<file path="config.mk">
export PLATFORM = sky130hd
export DESIGN_NAME = deadline_or_rate_priority_scheduler
export DESIGN_NICKNAME = d
export VERILOG_FILES = /design/src/design/dps_pkg.sv /design/src/design/dps_ram.sv /design/src/design/dps_pick.sv /design/src/design/deadline_or_rate_priority_scheduler.sv
export SDC_FILE = /design/constraint.sdc
export NUM_CORES = 1
export LEC_CHECK = 0
export ABC_AREA = 0
export BUFFER_PORTS_ARGS = -buffer_cell sky130_fd_sc_hd__buf_2
export CAP_MARGIN = 20
export CORE_ASPECT_RATIO = 0.8
export CORE_MARGIN = 1
export CORE_UTILIZATION = 30
export DETAILED_ROUTE_END_ITERATION = 8
export SYNTH_ARGS = -nofsm -noshare
export SYNTH_HDL_FRONTEND = slang
export SYNTH_SLANG_ARGS = --single-unit
</file>
<file path="constraint.sdc">
create_clock -name clk -period 9.6 [get_ports clk]
set_input_delay 1.44 -clock clk [delete_from_list [all_inputs] [get_ports clk]]
set_output_delay 1.44 -clock clk [all_outputs]
set_load 0.01 [all_outputs]
</file>
<file path="src/design/dps_pkg.sv">
// ----------------------------------------------------------------------------
// dps_pkg
// Shared types and constants of the deadline or rate priority scheduler.
// ----------------------------------------------------------------------------
`default_nettype none

package dps_pkg;

	// action codes of an input item
	localparam logic [1:0] ACT_LOAD    = 2'd0;
	localparam logic [1:0] ACT_TICK    = 2'd1;
	localparam logic [1:0] ACT_RESTART = 2'd2;

	// fixed field widths
	localparam int unsigned SLOT_W = 4;
	localparam int unsigned KEY_W  = 16;
	localparam int unsigned TIME_W = 20;

	localparam logic [TIME_W-1:0] TIME_MAX = {TIME_W{1'b1}};

	// one task slot as stored in the task memory
	typedef struct packed {
		logic [KEY_W-1:0] burst;
		logic [KEY_W-1:0] deadline;
		logic [KEY_W-1:0] period;
	} task_t;

	// one candidate seen by the selection unit
	typedef struct packed {
		logic [KEY_W-1:0] key;
		logic [KEY_W-1:0] rem;
		logic [KEY_W-1:0] burst;
	} cand_t;

	// sequencer states
	typedef enum logic [4:0] {
		ST_IDLE    = 5'b00001,
		ST_RESTART = 5'b00010,
		ST_SCAN    = 5'b00100,
		ST_UPDATE  = 5'b01000,
		ST_OUT     = 5'b10000
	} state_t;

endpackage

`default_nettype wire

</file>
<file path="src/design/dps_ram.sv">
// ----------------------------------------------------------------------------
// dps_ram
// Generic single write port, single read port RAM with registered read data.
// ----------------------------------------------------------------------------
`default_nettype none

module dps_ram #(
	parameter int unsigned WIDTH = 16,
	parameter int unsigned DEPTH = 16
) (
	input  wire logic                     clk,
	input  wire logic                     we,
	input  wire logic [$clog2(DEPTH)-1:0] waddr,
	input  wire logic [WIDTH-1:0]         wdata,
	input  wire logic [$clog2(DEPTH)-1:0] raddr,
	output logic      [WIDTH-1:0]         rdata
);

	logic [WIDTH-1:0] mem_q [DEPTH];

	// write and registered read
	always_ff @(posedge clk) begin
		if (we) begin
			mem_q[waddr] <= wdata;
		end
		rdata <= mem_q[raddr];
	end

endmodule

`default_nettype wire

</file>
<file path="src/design/dps_pick.sv">
// ----------------------------------------------------------------------------
// dps_pick
// Shared key comparator: keeps the slot with the smallest key seen so far,
// first one wins on a tie.
// ----------------------------------------------------------------------------
`default_nettype none

module dps_pick #(
	parameter int unsigned IDX_W = 4
) (
	input  wire logic             clk,
	input  wire logic             arst_n,
	input  wire logic             clear,
	input  wire logic             take,
	input  wire logic [IDX_W-1:0] cand_idx,
	input  wire dps_pkg::cand_t   cand,
	output logic                  found,
	output logic      [IDX_W-1:0] best_idx,
	output dps_pkg::cand_t        best
);
	import dps_pkg::*;

	logic found_q;
	logic [IDX_W-1:0] best_idx_q;
	cand_t best_q;
	logic better;

	// strict compare keeps the lowest slot on equal keys
	assign better = take && (!found_q || (cand.key < best_q.key));

	always_ff @(posedge clk or negedge arst_n) begin
		if (!arst_n) begin
			found_q <= 1'b0;
		end else if (clear) begin
			found_q <= 1'b0;
		end else if (better) begin
			found_q <= 1'b1;
		end
	end

	// best candidate payload
	always_ff @(posedge clk) begin
		if (better) begin
			best_idx_q <= cand_idx;
			best_q     <= cand;
		end
	end

	assign found    = found_q;
	assign best_idx = best_idx_q;
	assign best     = best_q;

endmodule

`default_nettype wire

</file>
<file path="src/design/deadline_or_rate_priority_scheduler.sv">
// A load or an unused action goes straight to the output state; a restart sweeps
// every slot, and a tick sweeps every slot and then updates the chosen slot.
// Throughput: one item at a time; the input is ready only in the idle state,
// after the slot scan of a restart or tick and once the output register is free.
// Reset clears slot valid bits, work flags, time, policy and the output valid;
// memories are not cleared and need no clearing pass.
// ----------------------------------------------------------------------------
// deadline_or_rate_priority_scheduler
// Preemptive unit-tick scheduler, earliest deadline first or rate monotonic.
// ----------------------------------------------------------------------------
`default_nettype none

module deadline_or_rate_priority_scheduler #(
	parameter int unsigned MAX_TASKS = 16
) (
	input  wire logic        clk,
	input  wire logic        arst_n,
	// configuration
	input  wire logic        cfg_valid,
	output logic             cfg_ready,
	input  wire logic        policy_mode,
	// input items
	input  wire logic        in_valid,
	output logic             in_ready,
	input  wire logic [1:0]  action,
	input  wire logic [3:0]  task_slot,
	input  wire logic [15:0] burst_time,
	input  wire logic [15:0] task_deadline,
	input  wire logic [15:0] task_period,
	// result items
	output logic             out_valid,
	input  wire logic        out_ready,
	output logic [3:0]       ran_task,
	output logic             idle,
	output logic             finished,
	output logic [19:0]      finish_time,
	output logic [19:0]      wait_time,
	output logic             all_done
);
	import dps_pkg::*;

	localparam int unsigned IW = $clog2(MAX_TASKS);
	localparam int unsigned CW = $clog2(MAX_TASKS + 1);
	localparam logic [CW-1:0] CNT_END = CW'(MAX_TASKS);

	state_t state_q, state_d;
	logic [CW-1:0] cnt_q;
	logic rd_vld_s1;
	logic [IW-1:0] idx_s1;
	logic [MAX_TASKS-1:0] slot_valid_q;
	logic [MAX_TASKS-1:0] work_q;
	logic [CW-1:0] work_cnt_q;
	logic [TIME_W-1:0] time_q;
	logic policy_q;
	logic out_valid_q;

	// pending result
	logic [SLOT_W-1:0] res_ran_q;
	logic res_idle_q, res_fin_q, res_done_q;
	logic [TIME_W-1:0] res_ftime_q, res_wait_q;

	logic in_fire, scan_busy, issue, sweep_done, out_free;
	logic slot_ok;
	logic [IW-1:0] rd_addr;
	task_t task_wr, task_rd;
	logic [KEY_W-1:0] rem_rd, rem_wdata;
	logic rem_we;
	logic [IW-1:0] rem_waddr;
	logic restart_wr, new_work;
	logic pick_take;
	cand_t cand;
	logic found;
	logic [IW-1:0] best_idx;
	cand_t best;
	logic [KEY_W-1:0] new_rem;
	logic fin;
	logic [TIME_W-1:0] time_inc, burst_ext, wait_val;
	logic [CW-1:0] work_cnt_after;

	assign cfg_ready = 1'b1;
	assign in_ready  = (state_q == ST_IDLE);
	assign in_fire   = in_valid && in_ready;
	assign scan_busy = (state_q == ST_RESTART) || (state_q == ST_SCAN);
	assign issue     = scan_busy && (cnt_q != CNT_END);
	assign sweep_done = scan_busy && (cnt_q == CNT_END) && !rd_vld_s1;
	assign out_free  = !out_valid_q || out_ready;
	assign slot_ok   = 32'(task_slot) < MAX_TASKS;
	assign rd_addr   = cnt_q[IW-1:0];

	// task memory: written by loads, read by the sweeps
	assign task_wr = '{burst: burst_time, deadline: task_deadline, period: task_period};

	dps_ram #(
		.WIDTH ($bits(task_t)),
		.DEPTH (MAX_TASKS)
	) u_task_ram (
		.clk   (clk),
		.we    (in_fire && (action == ACT_LOAD) && slot_ok),
		.waddr (IW'(task_slot)),
		.wdata (task_wr),
		.raddr (rd_addr),
		.rdata (task_rd)
	);

	// remaining work memory: written by the restart sweep and by a tick
	assign restart_wr = (state_q == ST_RESTART) && rd_vld_s1;
	assign new_work   = slot_valid_q[idx_s1] && (task_rd.burst != '0);
	assign rem_we     = restart_wr || ((state_q == ST_UPDATE) && found);
	assign rem_waddr  = (state_q == ST_UPDATE) ? best_idx : idx_s1;
	assign rem_wdata  = (state_q == ST_UPDATE) ? new_rem : task_rd.burst;

	dps_ram #(
		.WIDTH (KEY_W),
		.DEPTH (MAX_TASKS)
	) u_rem_ram (
		.clk   (clk),
		.we    (rem_we),
		.waddr (rem_waddr),
		.wdata (rem_wdata),
		.raddr (rd_addr),
		.rdata (rem_rd)
	);

	// shared comparator over the scanned slots
	assign pick_take = (state_q == ST_SCAN) && rd_vld_s1 && work_q[idx_s1];
	assign cand = '{key:   (policy_q ? task_rd.period : task_rd.deadline),
	                rem:   rem_rd,
	                burst: task_rd.burst};

	dps_pick #(
		.IDX_W (IW)
	) u_pick (
		.clk      (clk),
		.arst_n   (arst_n),
		.clear    (in_fire),
		.take     (pick_take),
		.cand_idx (idx_s1),
		.cand     (cand),
		.found    (found),
		.best_idx (best_idx),
		.best     (best)
	);

	// tick arithmetic
	assign new_rem   = best.rem - KEY_W'(1);
	assign fin       = found && (new_rem == '0);
	assign time_inc  = (time_q == TIME_MAX) ? time_q : time_q + TIME_W'(1);
	assign burst_ext = TIME_W'(best.burst);
	assign wait_val  = (time_inc > burst_ext) ? (time_inc - burst_ext) : '0;
	assign work_cnt_after = fin ? (work_cnt_q - CW'(1)) : work_cnt_q;

	// sequencer next state
	always_comb begin
		state_d = state_q;
		case (state_q)
			ST_IDLE: begin
				if (in_fire) begin
					case (action)
						ACT_TICK:    state_d = ST_SCAN;
						ACT_RESTART: state_d = ST_RESTART;
						default:     state_d = ST_OUT;
					endcase
				end
			end
			ST_RESTART: begin
				if (sweep_done) state_d = ST_OUT;
			end
			ST_SCAN: begin
				if (sweep_done) state_d = ST_UPDATE;
			end
			ST_UPDATE: state_d = ST_OUT;
			ST_OUT: begin
				if (out_free) state_d = ST_IDLE;
			end
			default: state_d = ST_IDLE;
		endcase
	end

	// control state
	always_ff @(posedge clk or negedge arst_n) begin
		if (!arst_n) begin
			state_q      <= ST_IDLE;
			cnt_q        <= '0;
			rd_vld_s1    <= 1'b0;
			slot_valid_q <= '0;
			work_q       <= '0;
			work_cnt_q   <= '0;
			time_q       <= '0;
			policy_q     <= 1'b0;
			out_valid_q  <= 1'b0;
		end else begin
			state_q   <= state_d;
			rd_vld_s1 <= issue;
			if (cfg_valid) begin
				policy_q <= policy_mode;
			end
			if (in_fire) begin
				cnt_q <= '0;
				if ((action == ACT_LOAD) && slot_ok) begin
					slot_valid_q[IW'(task_slot)] <= 1'b1;
				end
				if (action == ACT_RESTART) begin
					work_cnt_q <= '0;
					time_q     <= '0;
				end
			end else if (issue) begin
				cnt_q <= cnt_q + CW'(1);
			end
			// restart sweep rebuilds the work flags and their count
			if (restart_wr) begin
				work_q[idx_s1] <= new_work;
				work_cnt_q     <= work_cnt_q + CW'(new_work);
			end
			// tick advances time and retires the chosen slot when its work runs out
			if (state_q == ST_UPDATE) begin
				time_q <= time_inc;
				if (fin) begin
					work_q[best_idx] <= 1'b0;
					work_cnt_q       <= work_cnt_after;
				end
			end
			if ((state_q == ST_OUT) && out_free) begin
				out_valid_q <= 1'b1;
			end else if (out_ready) begin
				out_valid_q <= 1'b0;
			end
		end
	end

	// read pipeline index and result payload
	always_ff @(posedge clk) begin
		if (issue) begin
			idx_s1 <= rd_addr;
		end
		if (in_fire) begin
			res_ran_q   <= '0;
			res_idle_q  <= 1'b0;
			res_fin_q   <= 1'b0;
			res_ftime_q <= '0;
			res_wait_q  <= '0;
			res_done_q  <= 1'b0;
		end else if (state_q == ST_UPDATE) begin
			res_ran_q   <= found ? SLOT_W'(best_idx) : '0;
			res_idle_q  <= !found;
			res_fin_q   <= fin;
			res_ftime_q <= fin ? time_inc : '0;
			res_wait_q  <= fin ? wait_val : '0;
			res_done_q  <= (work_cnt_after == '0);
		end
		if ((state_q == ST_OUT) && out_free) begin
			ran_task    <= res_ran_q;
			idle        <= res_idle_q;
			finished    <= res_fin_q;
			finish_time <= res_ftime_q;
			wait_time   <= res_wait_q;
			all_done    <= res_done_q;
		end
	end

	assign out_valid = out_valid_q;

endmodule

`default_nettype wire
</file>
Word level (Yosys, flattened, before mapping)
Memories as Yosys holds them, arrays and structs flattened. A register that Yosys moved wholly into a read port is not among the register bits.
Cells that the tools add are included.
Storage, ports and cells
  flip-flop bits (word level): 221
  memory bits (writable): 1024
  output and inout port bits: 50
  logic and storage cells: 142
  memories: 2
Cells by class
  add/sub/neg operators: 6
  order comparisons: 8
  eq/ne operators: 14
  mux-type cells: 47
  bitwise logic cells: 3
  reductions and logical operators: 35
Memory list
  u_task_ram.mem_q: words 16, width 48, read ports 1, clocked after memory_dff 1, wr ports 1, RTL line dps_ram.sv:19  | logic [WIDTH-1:0] mem_q [DEPTH];
  u_rem_ram.mem_q: words 16, width 16, read ports 1, clocked after memory_dff 1, wr ports 1, RTL line dps_ram.sv:19
Operators by type and width (number)
  $mux 20: 7
  $mux 16: 5
  $mux 5: 12
  $pmux 5 s5: 1
  $add 20x1->20 const B: 1
  $eq 20x20->1 const B: 1
  $gt 20x16->1: 1
  $sub 20x16->20: 1
  $and 16x16->16: 1
  $bwmux 16: 1
  $logic_and 1x1->1: 16
  $logic_not 16->1: 1
  $lt 16x16->1: 1
  $not 16->16: 1
  $or 16x16->16: 1
  $reduce_bool 16->1: 1
  $sub 16x1->16 const B: 1
  $lt 4x5->1 const B: 3
  $mux 1: 13
  $demux 1 s4: 3
  $ge 4x1->1 const B: 3
  $eq 5x5->1 const B: 2
  $pmux 5 s2: 1
  $reduce_bool 2->1: 5
  20 further kinds: 30

Depth between registers and ports, before layout
  word-level depth: 9
  depth in mapped cells: 19
  depth with buffers taken out: 15

Hierarchy
From an unflattened synthesis, not the netlist that was laid out.
Unflattened totals
  cell total of the unflattened synthesis: 2698
  area, all modules: 50773.7 um^2
Modules (own cells, without submodules)
  dps_ram at u_task_ram: instances 1, cells an instance 1242, area an instance 29694.7 um^2, seq. area each 24023.0 um^2
  dps_ram at u_rem_ram: instances 1, cells an instance 432, area an instance 10042.1 um^2, seq. area each 8007.7 um^2
  deadline_or_rate_priority_scheduler: instances 1, cells an instance 914, area an instance 9051.2 um^2, seq. area each 4225.3 um^2
  dps_pick: instances 1, cells an instance 110, area an instance 1985.7 um^2, seq. area each 1586.5 um^2

Worst setup path before layout
No wires, ideal clock.
  kind: input-to-reg
  start point: input port action[0]
  end point: memory u_task_ram.mem_q[0][0] (netlist bit), enable pin
  setup time: 0.515 ns
  arrival: 5.411 ns
  data required time: 9.085 ns
  slack: 3.674 ns
  stages: 5
  buffers on the path: 0
  cells stage by stage: inv_1 ha_1 nand2_1 or3_1 nor3_1
On the way
  word-level cells in the longest chain between the ends: 4
Ends and longest elaborated chain
  start: declaration: RTL line deadline_or_rate_priority_scheduler.sv:25  | input wire logic [1:0] action,
  $logic_not 2->1: RTL line deadline_or_rate_priority_scheduler.sv:98  | .we (in_fire && (action == ACT_LOAD) && slot_ok),
  $logic_and 1x1->1: RTL line deadline_or_rate_priority_scheduler.sv:98
  $mux 1: RTL line dps_ram.sv:23  | if (we) begin
  $mux 1 (not written as such): RTL line dps_ram.sv:24  | mem_q[waddr] <= wdata;
  end: declaration: RTL line dps_ram.sv:19
No other way between the ends.

Worst setup path in the final report
  start point: register time_q[2]
  end point: register res_wait_q[19]
On the way
  word-level cells in the longest chain between the ends: 5
  elaborated cells on any way between the ends: 7
Ends and longest elaborated chain
  start: declaration: RTL line deadline_or_rate_priority_scheduler.sv:53  | logic [TIME_W-1:0] time_q;
  start signal: assignment: RTL line deadline_or_rate_priority_scheduler.sv:216  | time_q <= time_inc;
  $add 20x1->20 or $eq 20x20->1 (tied branches): RTL line deadline_or_rate_priority_scheduler.sv:147  | assign time_inc = (time_q == TIME_MAX) ? time_q : time_q + TIME_W'(1);
  $mux 20 *: RTL line deadline_or_rate_priority_scheduler.sv:147
  $sub 20x16->20 or $gt 20x16->1 (tied branches): RTL line deadline_or_rate_priority_scheduler.sv:149  | assign wait_val = (time_inc > burst_ext) ? (time_inc - burst_ext) : '0;
  $mux 20 *: RTL line deadline_or_rate_priority_scheduler.sv:149
  $mux 20 *: RTL line deadline_or_rate_priority_scheduler.sv:247  | res_wait_q <= fin ? wait_val : '0;
  end signal: assignment: RTL line deadline_or_rate_priority_scheduler.sv:247
  end: declaration: RTL line deadline_or_rate_priority_scheduler.sv:60  | logic [TIME_W-1:0] res_ftime_q, res_wait_q;
Every way passes the cells marked *; elsewhere a longest branch is shown, timed or not.
A chain may end at the register's enable or synchronous reset.

==> results.md <==
- Critical Path AT: 4830 ps
- Final Core Density: 0.3504
- Hold WC Path Type: flop to flop
- Synth top area share: 0.6689
- Global placement routability congestion: 0.8152
- Antenna violations before repair: 25
- Average vias per placed instance: 4.853
- Detailed Route WL: 117400 um
- Biggest fanout along the worst timing path: 8
- Fraction of the cycle the final worst path needs: 0.4385
- GR Util All Layers: 0.1381
- Maximum clock insertion buffer count: 3
- Final setup TNS: 0 ps
- Leading area contributor after synthesis: sky130_fd_sc_hd__edfxtp_1
- Remaining routing DRC violations: 0
- Fraction of layout cells with a size suffix above 1: 0.2812
- Flop and latch count out of synthesis: 1309
- Run status: finished clean
- Highest ir drop seen on vdd: 133.1 uV
- Post-synthesis adder-cell area fraction: 0.01078
- Post-synthesis instance total: 2525
- Number of cells on the worst reg-to-reg path: 15
- Final nets: 2820
- Via count of the first global-routing pass: 24870
- Maximum frequency from static timing analysis: 237.5 MHz
- Number of buffers inserted by hold repair at cts: 0
- Die ar.: 170300 sq um
- Top_reg_cell synth: sky130_fd_sc_hd__edfxtp_1
- Maximum Capacitance Violations: 0
- Clock-pin slew on the worst setup and hold paths: 60 ps
- Post-synthesis compound-gate area fraction: 0.02399
- Die Span X: 461.1 um
- Slew Limit Fails: 0
- Count of flip-flops with a built-in enable after synthesis: 1127
- CP endpoint kind: flop
- Setup skew after layout: 29.01 ps
- Global-route wire length before repair: 172100 um
- Leakage: 18.73 nW
- Initial DRC count: 2398
- Chip height: 369.3 um
- Post-synth net total: 2628
- Post-Syn Area: 50600 sq um
- Number of nets with antenna violations after detailed routing: 0
- YS warnings: 0
- Time the final worst path needs with I/O delays and setup: 4210 ps
- Detailed-router iteration count before antenna repair: 5
- Start of the worst register-to-register path: time_q[2]
- Critical path class: flop to flop
- Startpoint Class: flop
- Area fraction in and, or, nand and nor cells after synthesis: 0.04048
- Endpoints failing setup: 0
- Unrepaired setup endpoints after global routing: no
- Average cell area after synthesis: 20.04 sq um
- Internal reg-to-reg setup slack: 5390 ps
- Xor/xnor share of the synthesized area: 0.008136
- Number of buffer cells added on primary ports: 108
- Total overflow reported by the global router: 0
- Placement-stage worst setup slack: 5064 ps
- Share of cell area taken by muxes after synthesis: 0.1554
- # placed instances: 4824
- Final Non-Filler Cells: 5074
- Least-Margin Pin Slew: 1124 ps
- Clock tree from TritonCTS: done
- Most frequent cell after synthesis: sky130_fd_sc_hd__edfxtp_1
- I/O pins: 110
- Cells on Worst Hold Path: 0
- Setup WS post-layout: 5390 ps
- Root Buffer: sky130_fd_sc_hd__clkbuf_16
- Count of cell types in the netlist: 79
- Avg WL per Cell: 23.15 um
- Post-CTS resize count: 0
- Share of flip-flops with an asynchronous set or reset after synthesis: 0.05424
- Start point of the worst hold path: u_rem_ram.rdata[8]
- Top cells by area, synth: sky130_fd_sc_hd__edfxtp_1 67%, sky130_fd_sc_hd__mux4_2 15%, sky130_fd_sc_hd__dfxtp_1 4.4%, sky130_fd_sc_hd__dfrtp_1 3.5%, sky130_fd_sc_hd__ha_1 1.0%
- Post-route worst hold slack: 410.7 ps
- Clock net sink count: 1309
- Vias after detailed routing: 24620
- Combinational family with the most area after synthesis: multiplexers
- Starting Density: 0.3027
- Core box area: 167200 sq um
- Worst-Skew Late Latency: 770 ps
- Capture point of the worst reg-to-reg path: res_wait_q[19]
- Largest net degree at the start of global routing: 86
- # Post-CTS Setup Buffers: 0
- FP Rows: 134
- Area added between synthesis and finish: 15.77%
- H-tree depth reported by CTS: 4
- Critical path required time: 10220 ps
- Pwr dens: 227.1 nW/um^2
- Ranking of synthesized cells by instance count: 1127 x sky130_fd_sc_hd__edfxtp_1, 330 x sky130_fd_sc_hd__mux4_2, 119 x sky130_fd_sc_hd__nor2_1
- Sequential-to-total area share from yosys stat: 0.7479
- Tightest slew margin relative to the limit: 0.2504
- Hold path endpoint: u_pick.best[24]
- Post-detail-place hpwl: 66150 um
- Total CTS buffers: 133
- Count of final hold-check violations: 0
-- metrics by stage --
stage          cell area, sq um  power [mW]
2_1_floorplan             50600       7.773
3_3_place_gp              54170       8.267
3_5_place_dp              54170       8.279
4_1_cts                   58540       13.44
5_1_grt                   58570       13.78
6_report                  58570       13.30
-- sequential cells by signal (all words and copies together), names as in the netlist, 20 cells and up --
| register | count |
|---|---|
| time_q | 20 |
| u_rem_ram.mem_q | 256 |
| finish_time | 20 |
| u_pick.best | 48 |
| res_wait_q | 20 |
| u_task_ram.mem_q | 768 |
| u_task_ram.rdata | 48 |
| wait_time | 20 |
| res_ftime_q | 20 |
-- kinds of logic (layout without fill, tap and decap cells) --
logic type / Yosys count / count (layout)
compound gates: 195 / 195
fa+ha+maj: 43 / 43
mux: 371 / 371
other cells: 1 / 4
xor+xnor: 47 / 47
simple gates: 396 / 396
buf+inv: 163 / 465
flops: 1309 / 1309
-- layer usage --
layer / up-vias / GRT usage / wire [um]
li1: 10640 / - / -
met1: 13040 / 0.1993 / 53960
met2: 751 / 0.2081 / 53690
met3: 183 / 0.03095 / 7165
met4: 14 / 0.03885 / 2550
met5: - / 0 / 77
-- cells in the final DEF, fill, tap and decap left out, types with 17 or more instances in the layout --
cell type	count
sky130_fd_sc_hd__o21ai_0	45
sky130_fd_sc_hd__clkbuf_16	135
sky130_fd_sc_hd__ha_1	42
sky130_fd_sc_hd__nand2_1	91
sky130_fd_sc_hd__clkinv_1	18
sky130_fd_sc_hd__buf_4	62
sky130_fd_sc_hd__clkinv_2	21
sky130_fd_sc_hd__clkbuf_1	35
sky130_fd_sc_hd__or2_2	19
sky130_fd_sc_hd__a22oi_1	22
sky130_fd_sc_hd__dfxtp_1	111
sky130_fd_sc_hd__dfrtp_1	66
sky130_fd_sc_hd__nand3_1	44
sky130_fd_sc_hd__mux4_2	330
sky130_fd_sc_hd__mux2i_1	24
sky130_fd_sc_hd__mux2_2	17
sky130_fd_sc_hd__nor2_1	89
sky130_fd_sc_hd__buf_2	108
sky130_fd_sc_hd__edfxtp_1	1127
sky130_fd_sc_hd__a21oi_1	68
sky130_fd_sc_hd__inv_1	48
sky130_fd_sc_hd__nor2_4	23
sky130_fd_sc_hd__xor2_1	20
sky130_fd_sc_hd__xnor2_1	27
-- worst max-delay path by stage --
stage / end / cells past startpoint / slack [ps] / from
global placement: u_task_ram.mem_q[6][44] / 8 / 5080 / in_valid
floorplan: u_task_ram.mem_q[0][0] / 5 / 3670 / action[0]
detailed placement: u_task_ram.mem_q[7][41] / 8 / 5060 / in_valid
finish: res_wait_q[19] / 15 / 5390 / time_q[2]
global route: res_wait_q[19] / 15 / 5110 / time_q[2]
CTS: res_wait_q[19] / 15 / 5410 / time_q[2]
-- critical path: stages (launching register included) --
cell                       delay (ps)
sky130_fd_sc_hd__dfrtp_1          490
sky130_fd_sc_hd__nand4_2          280
sky130_fd_sc_hd__nor4_4           480
sky130_fd_sc_hd__and4_1           400
sky130_fd_sc_hd__nor2_2           150
sky130_fd_sc_hd__nand4_1          130
sky130_fd_sc_hd__xnor2_1          210
sky130_fd_sc_hd__ha_1             340
sky130_fd_sc_hd__or2_2            320
sky130_fd_sc_hd__a21o_1           180
sky130_fd_sc_hd__o41a_1           160
sky130_fd_sc_hd__a21oi_1          280
sky130_fd_sc_hd__o21bai_1         160
sky130_fd_sc_hd__a21oi_1          210
sky130_fd_sc_hd__xor2_1           160
sky130_fd_sc_hd__o22ai_1           90
-- where the power goes --
part / internal (mW) / switching (mW)
clock: 2.98 / 2.19
sequential: 6.38 / 0.171
combinational: 0.767 / 0.813
-- area by class of cell --
class	instances	area [sq um]
clock buffer	178	3620
sequential	1309	37860
timing repair buffer	172	1046
inverter	48	180.2
clock inverter	67	755.7
tap	2244	2808
antenna	3	7.507
multi-input combinational	1053	12300
fill	15490	108600
(Power assumes the default switching activity.)
